## src/sv/rtb_pkg.sv

```systemverilog
// Shared types and constants for the repeating timer bank.
// Used by the channel interfaces, the timer cell and the top level.
`default_nettype none

package rtb_pkg;

   // Result limit per tick and field widths
   localparam int MaxResults    = 8;
   localparam int FireW         = 6;
   localparam int FireCntW      = $clog2(MaxResults + 1);
   localparam int SlotW         = $clog2(MaxResults);
   localparam int IdW           = 8;
   localparam int WordW         = 32;
   localparam int TimersDefault = 8;

   typedef enum logic [1:0] {
      OP_CONFIG = 2'd0,
      OP_RUN    = 2'd1,
      OP_STOP   = 2'd2,
      OP_TICK   = 2'd3
   } opcode_type;

   typedef enum logic {
      KIND_FIRE  = 1'b0,
      KIND_ERROR = 1'b1
   } kind_type;

   // Command broadcast to every cell
   typedef struct packed {
      logic              valid;
      opcode_type        opcode;
      logic [IdW-1:0]    timer_id;
      logic [WordW-1:0]  value;
      logic [WordW-1:0]  now;
   } cmd_type;

   // Scan token handed from cell to cell, collecting fired indices
   typedef struct packed {
      logic                                valid;
      logic [WordW-1:0]                    now;
      logic [FireCntW-1:0]                 fires;
      logic [MaxResults-1:0][FireW-1:0]    list;
   } token_type;

endpackage

`default_nettype wire

```

## src/sv/rtb_chan_if.sv

```systemverilog
// Valid/ready channel interfaces for command items and result items.
// Depends on rtb_pkg for field widths.
`default_nettype none

interface rtb_req_if;
   logic                        valid;
   logic                        ready;
   logic [1:0]                  opcode;
   logic [rtb_pkg::IdW-1:0]     timer_id;
   logic [rtb_pkg::WordW-1:0]   value;
   logic [rtb_pkg::WordW-1:0]   now;

   modport source (output valid, opcode, timer_id, value, now, input ready);
   modport sink   (input valid, opcode, timer_id, value, now, output ready);
endinterface

interface rtb_rsp_if;
   logic                        valid;
   logic                        ready;
   logic                        kind;
   logic [rtb_pkg::FireW-1:0]   fired_timer;
   logic                        last;

   modport source (output valid, kind, fired_timer, last, input ready);
   modport sink   (input valid, kind, fired_timer, last, output ready);
endinterface

`default_nettype wire

```

## src/sv/rtb_cell.sv

```systemverilog
// One timer of the bank: interval, remaining count and deadline, plus one
// stage of the scan token chain. Depends on rtb_pkg.
`default_nettype none

module rtb_cell #(
   parameter int CellIndex = 0
) (
   input  wire logic               clock,
   input  wire logic               reset,
   input  rtb_pkg::cmd_type        cmd,
   input  rtb_pkg::token_type      up_tok,
   output rtb_pkg::token_type      down_tok
);

   logic [rtb_pkg::WordW-1:0] interval_ff, interval_in;
   logic [rtb_pkg::WordW-1:0] count_ff,    count_in;
   logic [rtb_pkg::WordW-1:0] deadline_ff, deadline_in;
   rtb_pkg::token_type        tok_ff,      tok_in;

   logic                      sel;
   logic                      due;
   logic [rtb_pkg::WordW-1:0] count_dec;

   // Fire on a passing token, or apply an addressed command
   always_comb begin
      sel       = cmd.valid && (cmd.timer_id == rtb_pkg::IdW'(CellIndex));
      count_dec = count_ff - 1'b1;
      due       = up_tok.valid && (deadline_ff != '0) && (deadline_ff <= up_tok.now)
                  && (up_tok.fires < rtb_pkg::FireCntW'(rtb_pkg::MaxResults));

      interval_in = interval_ff;
      count_in    = count_ff;
      deadline_in = deadline_ff;
      tok_in      = up_tok;

      if (due) begin
         count_in    = count_dec;
         deadline_in = (count_dec != '0) ? deadline_ff + interval_ff : '0;
         tok_in.list[up_tok.fires[rtb_pkg::SlotW-1:0]] = rtb_pkg::FireW'(CellIndex);
         tok_in.fires = up_tok.fires + 1'b1;
      end else if (sel) begin
         unique case (cmd.opcode)
            rtb_pkg::OP_CONFIG: begin
               interval_in = cmd.value;
               count_in    = '0;
               deadline_in = '0;
            end
            rtb_pkg::OP_RUN: begin
               count_in    = cmd.value;
               deadline_in = cmd.now + interval_ff;
            end
            rtb_pkg::OP_STOP: begin
               deadline_in = '0;
            end
            rtb_pkg::OP_TICK: begin
            end
            default: begin
            end
         endcase
      end
   end

   // Hold timer state, advance the token
   always_ff @(posedge clock) begin
      if (reset) begin
         interval_ff <= '0;
         count_ff    <= '0;
         deadline_ff <= '0;
         tok_ff      <= '0;
      end else begin
         interval_ff <= interval_in;
         count_ff    <= count_in;
         deadline_ff <= deadline_in;
         tok_ff      <= tok_in;
      end
   end

   assign down_tok = tok_ff;

endmodule

`default_nettype wire

```

## src/sv/repeating_timer_bank_unit.sv

```systemverilog
// Repeating timer bank: a row of timer cells swept by a scan token.
// Depends on rtb_pkg, rtb_chan_if and rtb_cell.
//
// Use: command items arrive on req_chan (opcode, timer_id, value, now).
// Config, run and stop with a valid id update the addressed cell through the
// registered command and give no result; the next item may follow at once.
// With an id >= TIMERS they give one error result (kind 1, index 0, last 1).
// A tick launches a token down the cell row, one cell per cycle; each due
// timer writes its index into the token, at most eight per tick. The
// collected indices then leave on rsp_chan at one per cycle while rsp_chan is
// ready, in index order, with last set on the final one. A tick with
// nothing due gives no result.
// A command leaves req_chan ready for the next item; an error or a tick keeps
// req_chan.ready low until its scan, if any, and drain are done; the cell row
// length sets the scan time. The next item is taken once the final result has
// moved into the output register, even while that result waits to be taken.
// When rsp_chan stalls, the output register holds its result and the drain
// waits; req_chan.ready stays low until the drain is done.
// Reset (synchronous) stops every timer and clears intervals and counts.
`default_nettype none

module repeating_timer_bank_unit #(
   parameter int TIMERS = rtb_pkg::TimersDefault
) (
   input wire logic   clock,
   input wire logic   reset,
   rtb_req_if.sink    req_chan,
   rtb_rsp_if.source  rsp_chan
);

   typedef enum logic [1:0] {
      ST_IDLE,
      ST_SCAN,
      ST_DRAIN
   } state_type;

   state_type                                         state_ff, state_in;
   rtb_pkg::cmd_type                                  cmd_ff, cmd_in;
   rtb_pkg::token_type                                tok0_ff, tok0_in;
   logic [rtb_pkg::MaxResults-1:0][rtb_pkg::FireW-1:0] drain_list_ff, drain_list_in;
   logic [rtb_pkg::FireCntW-1:0]                      drain_cnt_ff, drain_cnt_in;
   logic [rtb_pkg::FireCntW-1:0]                      drain_ptr_ff, drain_ptr_in;
   rtb_pkg::kind_type                                 drain_kind_ff, drain_kind_in;
   logic                                              rsp_valid_ff, rsp_valid_in;
   rtb_pkg::kind_type                                 rsp_kind_ff, rsp_kind_in;
   logic [rtb_pkg::FireW-1:0]                         rsp_idx_ff, rsp_idx_in;
   logic                                              rsp_last_ff, rsp_last_in;

   rtb_pkg::token_type  tok_chain [TIMERS+1];
   rtb_pkg::opcode_type req_op;
   logic                accept;
   logic                id_bad;
   logic                out_free;
   logic                drain_last;

   // Cell row
   assign tok_chain[0] = tok0_ff;

   for (genvar g = 0; g < TIMERS; g++) begin : g_cell
      rtb_cell #(
         .CellIndex (g)
      ) u_cell (
         .clock    (clock),
         .reset    (reset),
         .cmd      (cmd_ff),
         .up_tok   (tok_chain[g]),
         .down_tok (tok_chain[g+1])
      );
   end

   // Handshake decode
   assign req_chan.ready = (state_ff == ST_IDLE);
   assign accept         = req_chan.valid && req_chan.ready;
   assign req_op         = rtb_pkg::opcode_type'(req_chan.opcode);
   assign id_bad         = req_chan.timer_id >= rtb_pkg::IdW'(TIMERS);
   assign out_free       = !rsp_valid_ff || rsp_chan.ready;
   assign drain_last     = rtb_pkg::FireCntW'(drain_ptr_ff + 1'b1) == drain_cnt_ff;

   // Sequence commands, scans and the result drain
   always_comb begin
      state_in      = state_ff;
      cmd_in        = '0;
      tok0_in       = '0;
      drain_list_in = drain_list_ff;
      drain_cnt_in  = drain_cnt_ff;
      drain_ptr_in  = drain_ptr_ff;
      drain_kind_in = drain_kind_ff;
      rsp_valid_in  = rsp_valid_ff && !rsp_chan.ready;
      rsp_kind_in   = rsp_kind_ff;
      rsp_idx_in    = rsp_idx_ff;
      rsp_last_in   = rsp_last_ff;

      unique case (state_ff)
         ST_IDLE: begin
            if (accept) begin
               if (req_op == rtb_pkg::OP_TICK) begin
                  tok0_in.valid = 1'b1;
                  tok0_in.now   = req_chan.now;
                  state_in      = ST_SCAN;
               end else if (id_bad) begin
                  drain_list_in = '0;
                  drain_cnt_in  = rtb_pkg::FireCntW'(1);
                  drain_ptr_in  = '0;
                  drain_kind_in = rtb_pkg::KIND_ERROR;
                  state_in      = ST_DRAIN;
               end else begin
                  cmd_in.valid    = 1'b1;
                  cmd_in.opcode   = req_op;
                  cmd_in.timer_id = req_chan.timer_id;
                  cmd_in.value    = req_chan.value;
                  cmd_in.now      = req_chan.now;
               end
            end
         end
         ST_SCAN: begin
            if (tok_chain[TIMERS].valid) begin
               drain_list_in = tok_chain[TIMERS].list;
               drain_cnt_in  = tok_chain[TIMERS].fires;
               drain_ptr_in  = '0;
               drain_kind_in = rtb_pkg::KIND_FIRE;
               state_in      = (tok_chain[TIMERS].fires == '0) ? ST_IDLE : ST_DRAIN;
            end
         end
         ST_DRAIN: begin
            if (out_free) begin
               rsp_valid_in = 1'b1;
               rsp_kind_in  = drain_kind_ff;
               rsp_idx_in   = drain_list_ff[drain_ptr_ff[rtb_pkg::SlotW-1:0]];
               rsp_last_in  = drain_last;
               drain_ptr_in = drain_ptr_ff + 1'b1;
               if (drain_last) begin
                  state_in = ST_IDLE;
               end
            end
         end
         default: begin
            state_in = ST_IDLE;
         end
      endcase
   end

   // Hold state and the output register
   always_ff @(posedge clock) begin
      drain_list_ff <= drain_list_in;
      drain_cnt_ff  <= drain_cnt_in;
      drain_ptr_ff  <= drain_ptr_in;
      drain_kind_ff <= drain_kind_in;
      rsp_kind_ff   <= rsp_kind_in;
      rsp_idx_ff    <= rsp_idx_in;
      rsp_last_ff   <= rsp_last_in;
      if (reset) begin
         state_ff     <= ST_IDLE;
         cmd_ff       <= '0;
         tok0_ff      <= '0;
         rsp_valid_ff <= 1'b0;
      end else begin
         state_ff     <= state_in;
         cmd_ff       <= cmd_in;
         tok0_ff      <= tok0_in;
         rsp_valid_ff <= rsp_valid_in;
      end
   end

   assign rsp_chan.valid       = rsp_valid_ff;
   assign rsp_chan.kind        = rsp_kind_ff;
   assign rsp_chan.fired_timer = rsp_idx_ff;
   assign rsp_chan.last        = rsp_last_ff;

   // The token leaves the row only while a scan is in progress
   a_token_in_scan: assert property (@(posedge clock) disable iff (reset)
      tok_chain[TIMERS].valid |-> state_ff == ST_SCAN)
      else $error("scan token left the cell row outside a scan");

   // The drain pointer stays inside the collected list
   a_drain_bounds: assert property (@(posedge clock) disable iff (reset)
      state_ff == ST_DRAIN |-> drain_ptr_ff < drain_cnt_ff
                               && drain_cnt_ff <= rtb_pkg::FireCntW'(rtb_pkg::MaxResults))
      else $error("drain pointer or count out of range");

   // An error result carries index zero and closes its item
   a_error_shape: assert property (@(posedge clock) disable iff (reset)
      rsp_valid_ff && rsp_kind_ff == rtb_pkg::KIND_ERROR |-> rsp_idx_ff == '0 && rsp_last_ff)
      else $error("malformed error result");

   // An accepted tick launches a token in the next cycle
   a_tick_launch: assert property (@(posedge clock) disable iff (reset)
      accept && req_op == rtb_pkg::OP_TICK |=> tok0_ff.valid)
      else $error("tick accepted without launching a scan token");

endmodule

`default_nettype wire
```

## src/flat_wrapper.sv

```systemverilog
// flat-port wrapper written by rule: the top's interface ports become plain ports
module repeating_timer_bank_unit_flat 
#(
   parameter int TIMERS = rtb_pkg::TimersDefault
)
  (clock, reset, req_chan_valid, req_chan_opcode, req_chan_timer_id, req_chan_value, req_chan_now, req_chan_ready, rsp_chan_valid, rsp_chan_kind, rsp_chan_fired_timer, rsp_chan_last, rsp_chan_ready);
  rtb_req_if req_chan_i ();
  rtb_rsp_if rsp_chan_i ();
  input wire logic clock;
  input wire logic reset;
  input wire logic [$bits(req_chan_i.valid)-1:0] req_chan_valid;
  input wire logic [$bits(req_chan_i.opcode)-1:0] req_chan_opcode;
  input wire logic [$bits(req_chan_i.timer_id)-1:0] req_chan_timer_id;
  input wire logic [$bits(req_chan_i.value)-1:0] req_chan_value;
  input wire logic [$bits(req_chan_i.now)-1:0] req_chan_now;
  output wire logic [$bits(req_chan_i.ready)-1:0] req_chan_ready;
  output wire logic [$bits(rsp_chan_i.valid)-1:0] rsp_chan_valid;
  output wire logic [$bits(rsp_chan_i.kind)-1:0] rsp_chan_kind;
  output wire logic [$bits(rsp_chan_i.fired_timer)-1:0] rsp_chan_fired_timer;
  output wire logic [$bits(rsp_chan_i.last)-1:0] rsp_chan_last;
  input wire logic [$bits(rsp_chan_i.ready)-1:0] rsp_chan_ready;
  assign req_chan_i.valid = req_chan_valid;
  assign req_chan_i.opcode = req_chan_opcode;
  assign req_chan_i.timer_id = req_chan_timer_id;
  assign req_chan_i.value = req_chan_value;
  assign req_chan_i.now = req_chan_now;
  assign req_chan_ready = req_chan_i.ready;
  assign rsp_chan_valid = rsp_chan_i.valid;
  assign rsp_chan_kind = rsp_chan_i.kind;
  assign rsp_chan_fired_timer = rsp_chan_i.fired_timer;
  assign rsp_chan_last = rsp_chan_i.last;
  assign rsp_chan_i.ready = rsp_chan_ready;
  repeating_timer_bank_unit #(.TIMERS(TIMERS)) u_core (.clock(clock), .reset(reset), .req_chan(req_chan_i), .rsp_chan(rsp_chan_i));
endmodule
```

## config.mk

```make
export PLATFORM = sky130hd
export DESIGN_NAME = repeating_timer_bank_unit_flat
export DESIGN_NICKNAME = d
export VERILOG_FILES = /design/src/sv/rtb_pkg.sv /design/src/sv/rtb_chan_if.sv /design/src/sv/rtb_cell.sv /design/src/sv/repeating_timer_bank_unit.sv /design/src/flat_wrapper.sv
export SDC_FILE = /design/constraint.sdc
export NUM_CORES = 2
export LEC_CHECK = 0
export ABC_AREA = 0
export BUFFER_PORTS_ARGS = -buffer_cell sky130_fd_sc_hd__buf_2
export CORE_AREA = 5 5 493 397
export CTS_CLUSTER_DIAMETER = 120
export CTS_CLUSTER_SIZE = 16
export DETAILED_ROUTE_END_ITERATION = 7
export DIE_AREA = 0 0 498 402
export GPL_TIMING_DRIVEN = 1
export PLACE_DENSITY = 0.6
export SETUP_SLACK_MARGIN = 0.05
export SLEW_MARGIN = 20
export SYNTH_ARGS = -nofsm -noshare
export SYNTH_HDL_FRONTEND = slang
export SYNTH_SLANG_ARGS = --single-unit
```

## constraint.sdc

```tcl
create_clock -name clock -period 10 [get_ports clock]
set_input_delay 0 -clock clock [delete_from_list [all_inputs] [get_ports clock]]
set_output_delay 0 -clock clock [all_outputs]
set_load 0.03 [all_outputs]
```

# ---- Yosys cells after proc, flatten, opt, wreduce, memory -nomap -nowiden
# Index checks and enable logic that the tools add are counted.
dict set report classes {
  n_reduce_logical 124
  bitwise 34
  eq_ne 20
  n_addsub 33
  mux 108
  magnitude_cmp 34
}
# cell count
set op_table {}
lappend op_table {{$mux W32} 40}
lappend op_table {{$pmux W32 S2} 9}
lappend op_table {{$add A32 B32 Y32} 16}
lappend op_table {{$reduce_bool A32 Y1} 16}
lappend op_table {{$mux W52} 8}
lappend op_table {{$le A32 B32 Y1} 8}
lappend op_table {{$sub A32 B1 Y32 const B} 8}
lappend op_table {{$mux W48} 4}
lappend op_table {{$demux W6 S3} 8}
lappend op_table {{$and A40 B40 Y40} 3}
lappend op_table {{$not A40 Y40} 3}
lappend op_table {{$and A32 B32 Y32} 3}
lappend op_table {{$not A32 Y32} 3}
lappend op_table {{$pmux W48 S2} 1}
lappend op_table {{$mux W75} 1}
lappend op_table {{$mux W6} 9}
lappend op_table {{$reduce_bool A3 Y1} 17}
lappend op_table {{$and A48 B48 Y48 const A} 1}
lappend op_table {{$not A48 Y48} 1}
lappend op_table {{$or A16 B16 Y16} 3}
lappend op_table {{$logic_and A1 B1 Y1} 42}
lappend op_table {{$mux W4} 9}
lappend op_table {{$reduce_and A2 Y1} 17}
lappend op_table {{$mux W33} 1}
lappend op_table {{other kinds (43)} 122}
dict set report word_totals {
  output_inout_bits 10
  regBits 1592
  word_cells 487
}

# ---- Depth between registers and ports, before layout
dict set report logic_depth {
  depth_word 7
  depth_mapped 17
  depth_no_buf 12
}

# ---- Hierarchy
# Synthesis repeated with hierarchy kept, for this count alone.
dict set report hier_totals {
  cells_unflattened 11624
  area_unflattened_um2 96078.4
}
# module cells_each instances area_per_inst_um2 seq_area_each_um2
set by_module_without_submodules {}
lappend by_module_without_submodules {{rtb_cell (u_core.g_cell[1].u_cell ...)} 1389 2 11332.1 3623.5}
lappend by_module_without_submodules {{rtb_cell (u_core.g_cell[7].u_cell)} 1455 1 11544.8 3623.5}
lappend by_module_without_submodules {{rtb_cell (u_core.g_cell[4].u_cell)} 1426 1 11344.6 3623.5}
lappend by_module_without_submodules {{rtb_cell (u_core.g_cell[6].u_cell)} 1414 1 11337.1 3623.5}
lappend by_module_without_submodules {{rtb_cell (u_core.g_cell[3].u_cell)} 1403 1 11297.1 3623.5}
lappend by_module_without_submodules {{rtb_cell (u_core.g_cell[5].u_cell)} 1413 1 11213.3 3623.5}
lappend by_module_without_submodules {{rtb_cell (u_core.g_cell[0].u_cell)} 1318 1 10711.5 3623.5}
lappend by_module_without_submodules {repeating_timer_bank_unit 417 1 5965.7 4174.0}

# ---- Least setup slack after synthesis
# Ideal clock, no wire load.
dict set report synth_timing {
  kind {register to register}
  startpoint {register u_core.g_cell[6].u_cell.count_ff[0] (netlist bit)}
  endpoint {register u_core.g_cell[6].u_cell.deadline_ff[23] (netlist bit)}
  required_time_ps 9868
  path_stages_with_launch 18
  t_arrival_ps 3511
  setup_slack_ps 6357
  cell_sequence {dfxtp_1 > inv_1 > ha_1 > buf_2 > or4b_1 > buf_2 > or3_1 > buf_2 > or2_1 > buf_6 > or3_4 > xnor2_2 > o31ai_1 > and4_4 > nor2_8 > buf_6 > a221oi_2 > nor3_1}
}
dict set report synth_via {
  elab_chain_cells 4
}
# element line
set synth_lines {}
lappend synth_lines {{from (decl)} rtb_cell.sv:16} ;# logic [rtb_pkg::WordW-1:0] count_ff, count_in;
lappend synth_lines {{from (signal assigned)} rtb_cell.sv:72} ;# count_ff <= count_in;
lappend synth_lines {{$sub A32 B1 Y32} rtb_cell.sv:27} ;# count_dec = count_ff - 1'b1;
lappend synth_lines {{$reduce_bool A32 Y1} rtb_cell.sv:38} ;# deadline_in = (count_dec != '0) ? deadline_ff + interval_ff : '0;
lappend synth_lines {{$mux W32} rtb_cell.sv:38}
lappend synth_lines {{$mux W32} rtb_cell.sv:36} ;# if (due) begin
lappend synth_lines {{to (signal assigned)} rtb_cell.sv:73} ;# deadline_ff <= deadline_in;
lappend synth_lines {{to (decl)} rtb_cell.sv:17} ;# logic [rtb_pkg::WordW-1:0] deadline_ff, deadline_in;
# Every way passes these cells.
# A chain may end at the register's enable or synchronous reset.

# ---- Worst setup path in the final report
dict set report layout_timing {
  startpoint {register u_core.cmd_ff[0] (netlist bit)}
  endpoint {register u_core.g_cell[5].u_cell.deadline_ff[30] (netlist bit)}
}
dict set report layout_via {
  elab_chain_cells 4
}
# element line
set layout_lines {}
lappend layout_lines {{from (decl)} repeating_timer_bank_unit.sv:38} ;# rtb_pkg::cmd_type cmd_ff, cmd_in;
lappend layout_lines {{from (signal assigned)} repeating_timer_bank_unit.sv:158} ;# cmd_ff <= cmd_in;
lappend layout_lines {{$add A32 B32 Y32} rtb_cell.sv:50} ;# deadline_in = cmd.now + interval_ff;
lappend layout_lines {{$pmux W32 S2} rtb_cell.sv:42} ;# unique case (cmd.opcode)
lappend layout_lines {{$mux W32} rtb_cell.sv:41} ;# end else if (sel) begin
lappend layout_lines {{$mux W32} rtb_cell.sv:36}
lappend layout_lines {{to (signal assigned)} rtb_cell.sv:73}
lappend layout_lines {{to (decl)} rtb_cell.sv:17}
# Every way passes these cells. The select of a mux whose other input is x is not followed.

==> summary.txt <==
Yosys
  – Largest family of logic cells by synthesized area: compound AO/OA/AOI/OAI gates
  – Post-synth EDFFs: 38
  – Synth area leaders: dfxtp_1 30%, ha_1 12%, a21oi_1 6.4%
  – Ys async rst share: 0%
  – Post-synthesis compound-gate area fraction: 24.0%
  – Syn Area/Cell: 7.87 µm²
  – XOR/XNOR Fraction of Synth Area: 5.19%
  – Share of the synthesized area in the top cell type: 30.0%
  – Simple logic cell fraction of the synthesized area: 22.3%
  – Yosys warnings: 0
  – Post-synth cell types: 103
  – Main synth FF type: dfxtp_1
  – Synth Register Bits: 1284
  – Synth Cell Area: 83200 µm²
  – Post-Synthesis Cells: 10.6k
  – Cell taking the most area after synthesis: dfxtp_1
  – Post-synthesis mux area share: 0.364%
  – Adder-Cell Fraction of Synth Area: 12.1%
  – Sequential fraction of the synthesis area: 31.4%

Global route
  – GR Util All Layers: 32.0%
  – Number of global-route vias before repair: 74.6k
  – Pin count of the biggest net entering global routing: 190
  – Met2 GRT Util: 45.1%
  – Met1 usage: 45.1%
  – Top Usage Layer GRT: met1
  – Global routing usage on met3: 9.21%
  – Global route overflow: 0
  – Antenna violations before repair: 43
  – First-pass GRT wire length: 493000 µm

CTS
  – Post_cts resized: 0
  – Clock Latency Late Sink: 0.78 ns
  – CTS tree: done
  – Htree depth: 3
  – TritonCTS Buffers: 90
  – Worst-path clk slew: 0.08 ns
  – CTS Hold Bufs: 133
  – Num Clock Sinks: 1284
  – Root Driver: clkbuf_16
  – Setup bufs post-CTS: 0
  – Max clock buf depth: 3

Critical path
  – Critical path data required time: 10.60 ns
  – CP Cell Sequence: ha_1, fa_1, a211oi_1, o21ai_0, a31o_2, a2111oi_0, buf_4, o211ai_1, a311oi_1, o21ai_0, xor2_1, a221oi_1, nor3_1
  – Crit path kind: flop to flop
  – CP max FO: 8
  – Worst Path Arrival: 5.46 ns
  – CP max-delay cell: dfxtp_1
  – Critical Path End Type: flop
  – Slowest stage delay, CP: 0.73 ns
  – Startpoint types: flop
  – Critical path's most frequent cell: o21ai_0

Finish
  – Most frequent cells in the layout: 1230 x dfxtp_1, 1194 x nor2_1, 1066 x a21oi_1
  – Final core occ: 47.3%
  – Non-Filler Instances: 13.0k
  – Final Instance Area: 89700 µm²
  – Layout area overhead: 7.86%
  – Fraction of layout cells with a size suffix above 1: 4.94%
  – Total Nets Final: 11.3k
  – Most common cell after layout, fill and taps aside: dfxtp_1
  – Filler cells: 18.7k

Run
  – Max_cap viols: 0

Status
  – Run status: completed

Floorplanning
  – Die W: 498 µm
  – Die area: 200000 µm²
  – Ports: 88
  – Initial core utilization: 43.9%
  – Rows: 143
  – Core box area: 190000 µm²
  – Die Ht: 402 µm

Place
  – Dpl hpwl: 235000 µm
  – PortBufs: 84
  – Inst Count DP: 12.8k
  – Final estimated routing congestion in global placement: 1.01
  – DP Area: 85900 µm²

Routing
  – DRT Pass-1 Iters: 8
  – Routed WL: 337000 µm
  – Number of nets with antenna violations after routing: 0
  – Drt wl/cell: 25.9 µm
  – Vias: 82.2k
  – Drc violations: 0
  – DRT iter0 DRCs: 10.6k
  – Vias per inst: 6.32

STA
  – Worst slew pin tran: 1.24 ns
  – Relative slew margins: 15.3%
  – Setup TNS: 0 ns
  – Worst Skew: 0.0552 ns
  – Final setup vio count: 0
  – Endpoints failing hold: 0
  – Crit share post-route: 48.6%
  – RSZ-0062 raised after global routing: false
  – Max Slew Vio Count: 0
  – Max Clock Freq: 206 MHz
  – Final Critical Period: 4.86 ns
  – Worst hold slack: 0.0387 ns

Power and ir drop
  – VDD IR max: 0.124 mV
  – P per Cell Area: 105 nW/µm²
  – P_leak: 38.3 nW

Worst hold path
  – Worst min path class: input port to flop
[synth_stat cells (24+ instances only)]
cell       number
a31oi_1       105
or3_1          55
o21a_1         81
xor2_1        173
nand3b_1       31
nor3b_1        58
a211oi_1      139
and2_1        211
a21o_1        341
ha_1          779
buf_2          25
nor2_1       1208
nor3_1        431
o31ai_1        47
a2111oi_0      31
clkbuf_1      526
a311oi_1       24
inv_1         420
a221oi_1      214
a22oi_1        40
o21ai_0       484
dfxtp_1      1246
or4_1          37
or2_2          41
a21oi_1      1071
and3_1         96
nand4_1       124
nand2b_1       69
xnor2_1       318
nand3_1       168
edfxtp_1       38
nor2b_1        80
nand2_1      1034
a32oi_1        27
nor4_1        172
o21bai_1       66
o211ai_1       67
[sequential cells by signal, summed over array words and instances (netlist names)]
| name | cells |
|---|---|
| u_core.drain_list_ff | 24 |
| u_core.rsp_chan.fired_timer | 3 |
| u_core.drain_ptr_ff | 4 |
| u_core.rsp_chan.kind | 1 |
| u_core.cmd_ff | 75 |
| u_core.drain_cnt_ff | 4 |
| u_core.rsp_chan.valid | 1 |
| u_core.drain_kind_ff | 1 |
| u_core.state_ff | 2 |
| u_core.rsp_chan.last | 1 |
| u_core.tok0_ff | 33 |
| u_core.g_cell.u_cell.interval_ff | 256 |
| u_core.g_cell.u_cell.deadline_ff | 256 |
| u_core.g_cell.u_cell.count_ff | 256 |
| u_core.g_cell.u_cell.down_tok | 367 |
[routing by layer]
| layer | up-vias | share of wire [%] |
|---|---|---|
| met3 | 656 | 11 |
| met1 | 39400 | 44 |
| met2 | 4137 | 40 |
| li1 | 38100 | - |
| met4 | 20 | 4.8 |
| met5 | - | 0.042 |
[per-stage QoR]
stage / setup WS (ns) / total power, mW
6_report: 5.14 / 9.45
5_1_grt: 4.88 / 9.75
4_1_cts: 5.29 / 9.49
3_5_place_dp: 5.33 / 5.88
3_3_place_gp: 5.27 / 5.87
2_1_floorplan: 6.36 / 5.71
[logic make-up after synthesis]
kind of cell    after synthesis
xor+xnor                    492
buf+inv                     997
fa+ha+maj                   795
other cells                   1
simple gates               3912
compound gates             3063
flops                      1284
mux                          22
[worst paths after layout]
path / from / end / slack, ns / cells after the start
max: u_core.cmd_ff[0]$_SDFF_PP0_ / u_core.g_cell[5].u_cell.deadline_ff[30]$_SDFFE_PP0P_ / 5.14 / 13
min: req_chan_now[13] / u_core.tok0_ff[65]$_SDFF_PP0_ / 0.04 / 3
max reg2reg: u_core.cmd_ff[0]$_SDFF_PP0_ / u_core.g_cell[5].u_cell.deadline_ff[30]$_SDFFE_PP0P_ / 5.14 / 13
min reg2reg: u_core.g_cell[5].u_cell.down_tok[1]$_SDFF_PP0_ / u_core.g_cell[6].u_cell.down_tok[1]$_SDFF_PP0_ / 0.43 / 2
[final cells by class]
class / count / area, µm² / area share [%]
multi-input cells: 8292 / 53600 / 59.7
flip-flops and latches: 1284 / 26100 / 29.1
well taps: 2537 / 3170 / 3.54
repair buffers: 355 / 2810 / 3.13
clock buffers: 97 / 2280 / 2.54
inverters: 420 / 1580 / 1.76
clock inverters: 9 / 141 / 0.158
diodes: 21 / 52.6 / 0.0586
[worst max-delay path, delay by kind of cell (launching register included)]
family | cells | cell delay [ns]
DFF | 1 | 0.73
adders and majority gates | 2 | 0.96
xor gates and xnor gates | 1 | 0.17
and+or+nand+nor | 1 | 0.07
buffers and inverters | 1 | 0.23
AOI/OAI and AO/OA | 8 | 2.51
[where the power goes]
group          leakage [nW]  switching (mW)  internal (mW)
registers              10.4          0.0383           5.17
logic                  26.8           0.389          0.218
clock network          1.18            2.01           1.63
total                  38.3            2.44           7.01
Power figures use the tool's default switching activity.
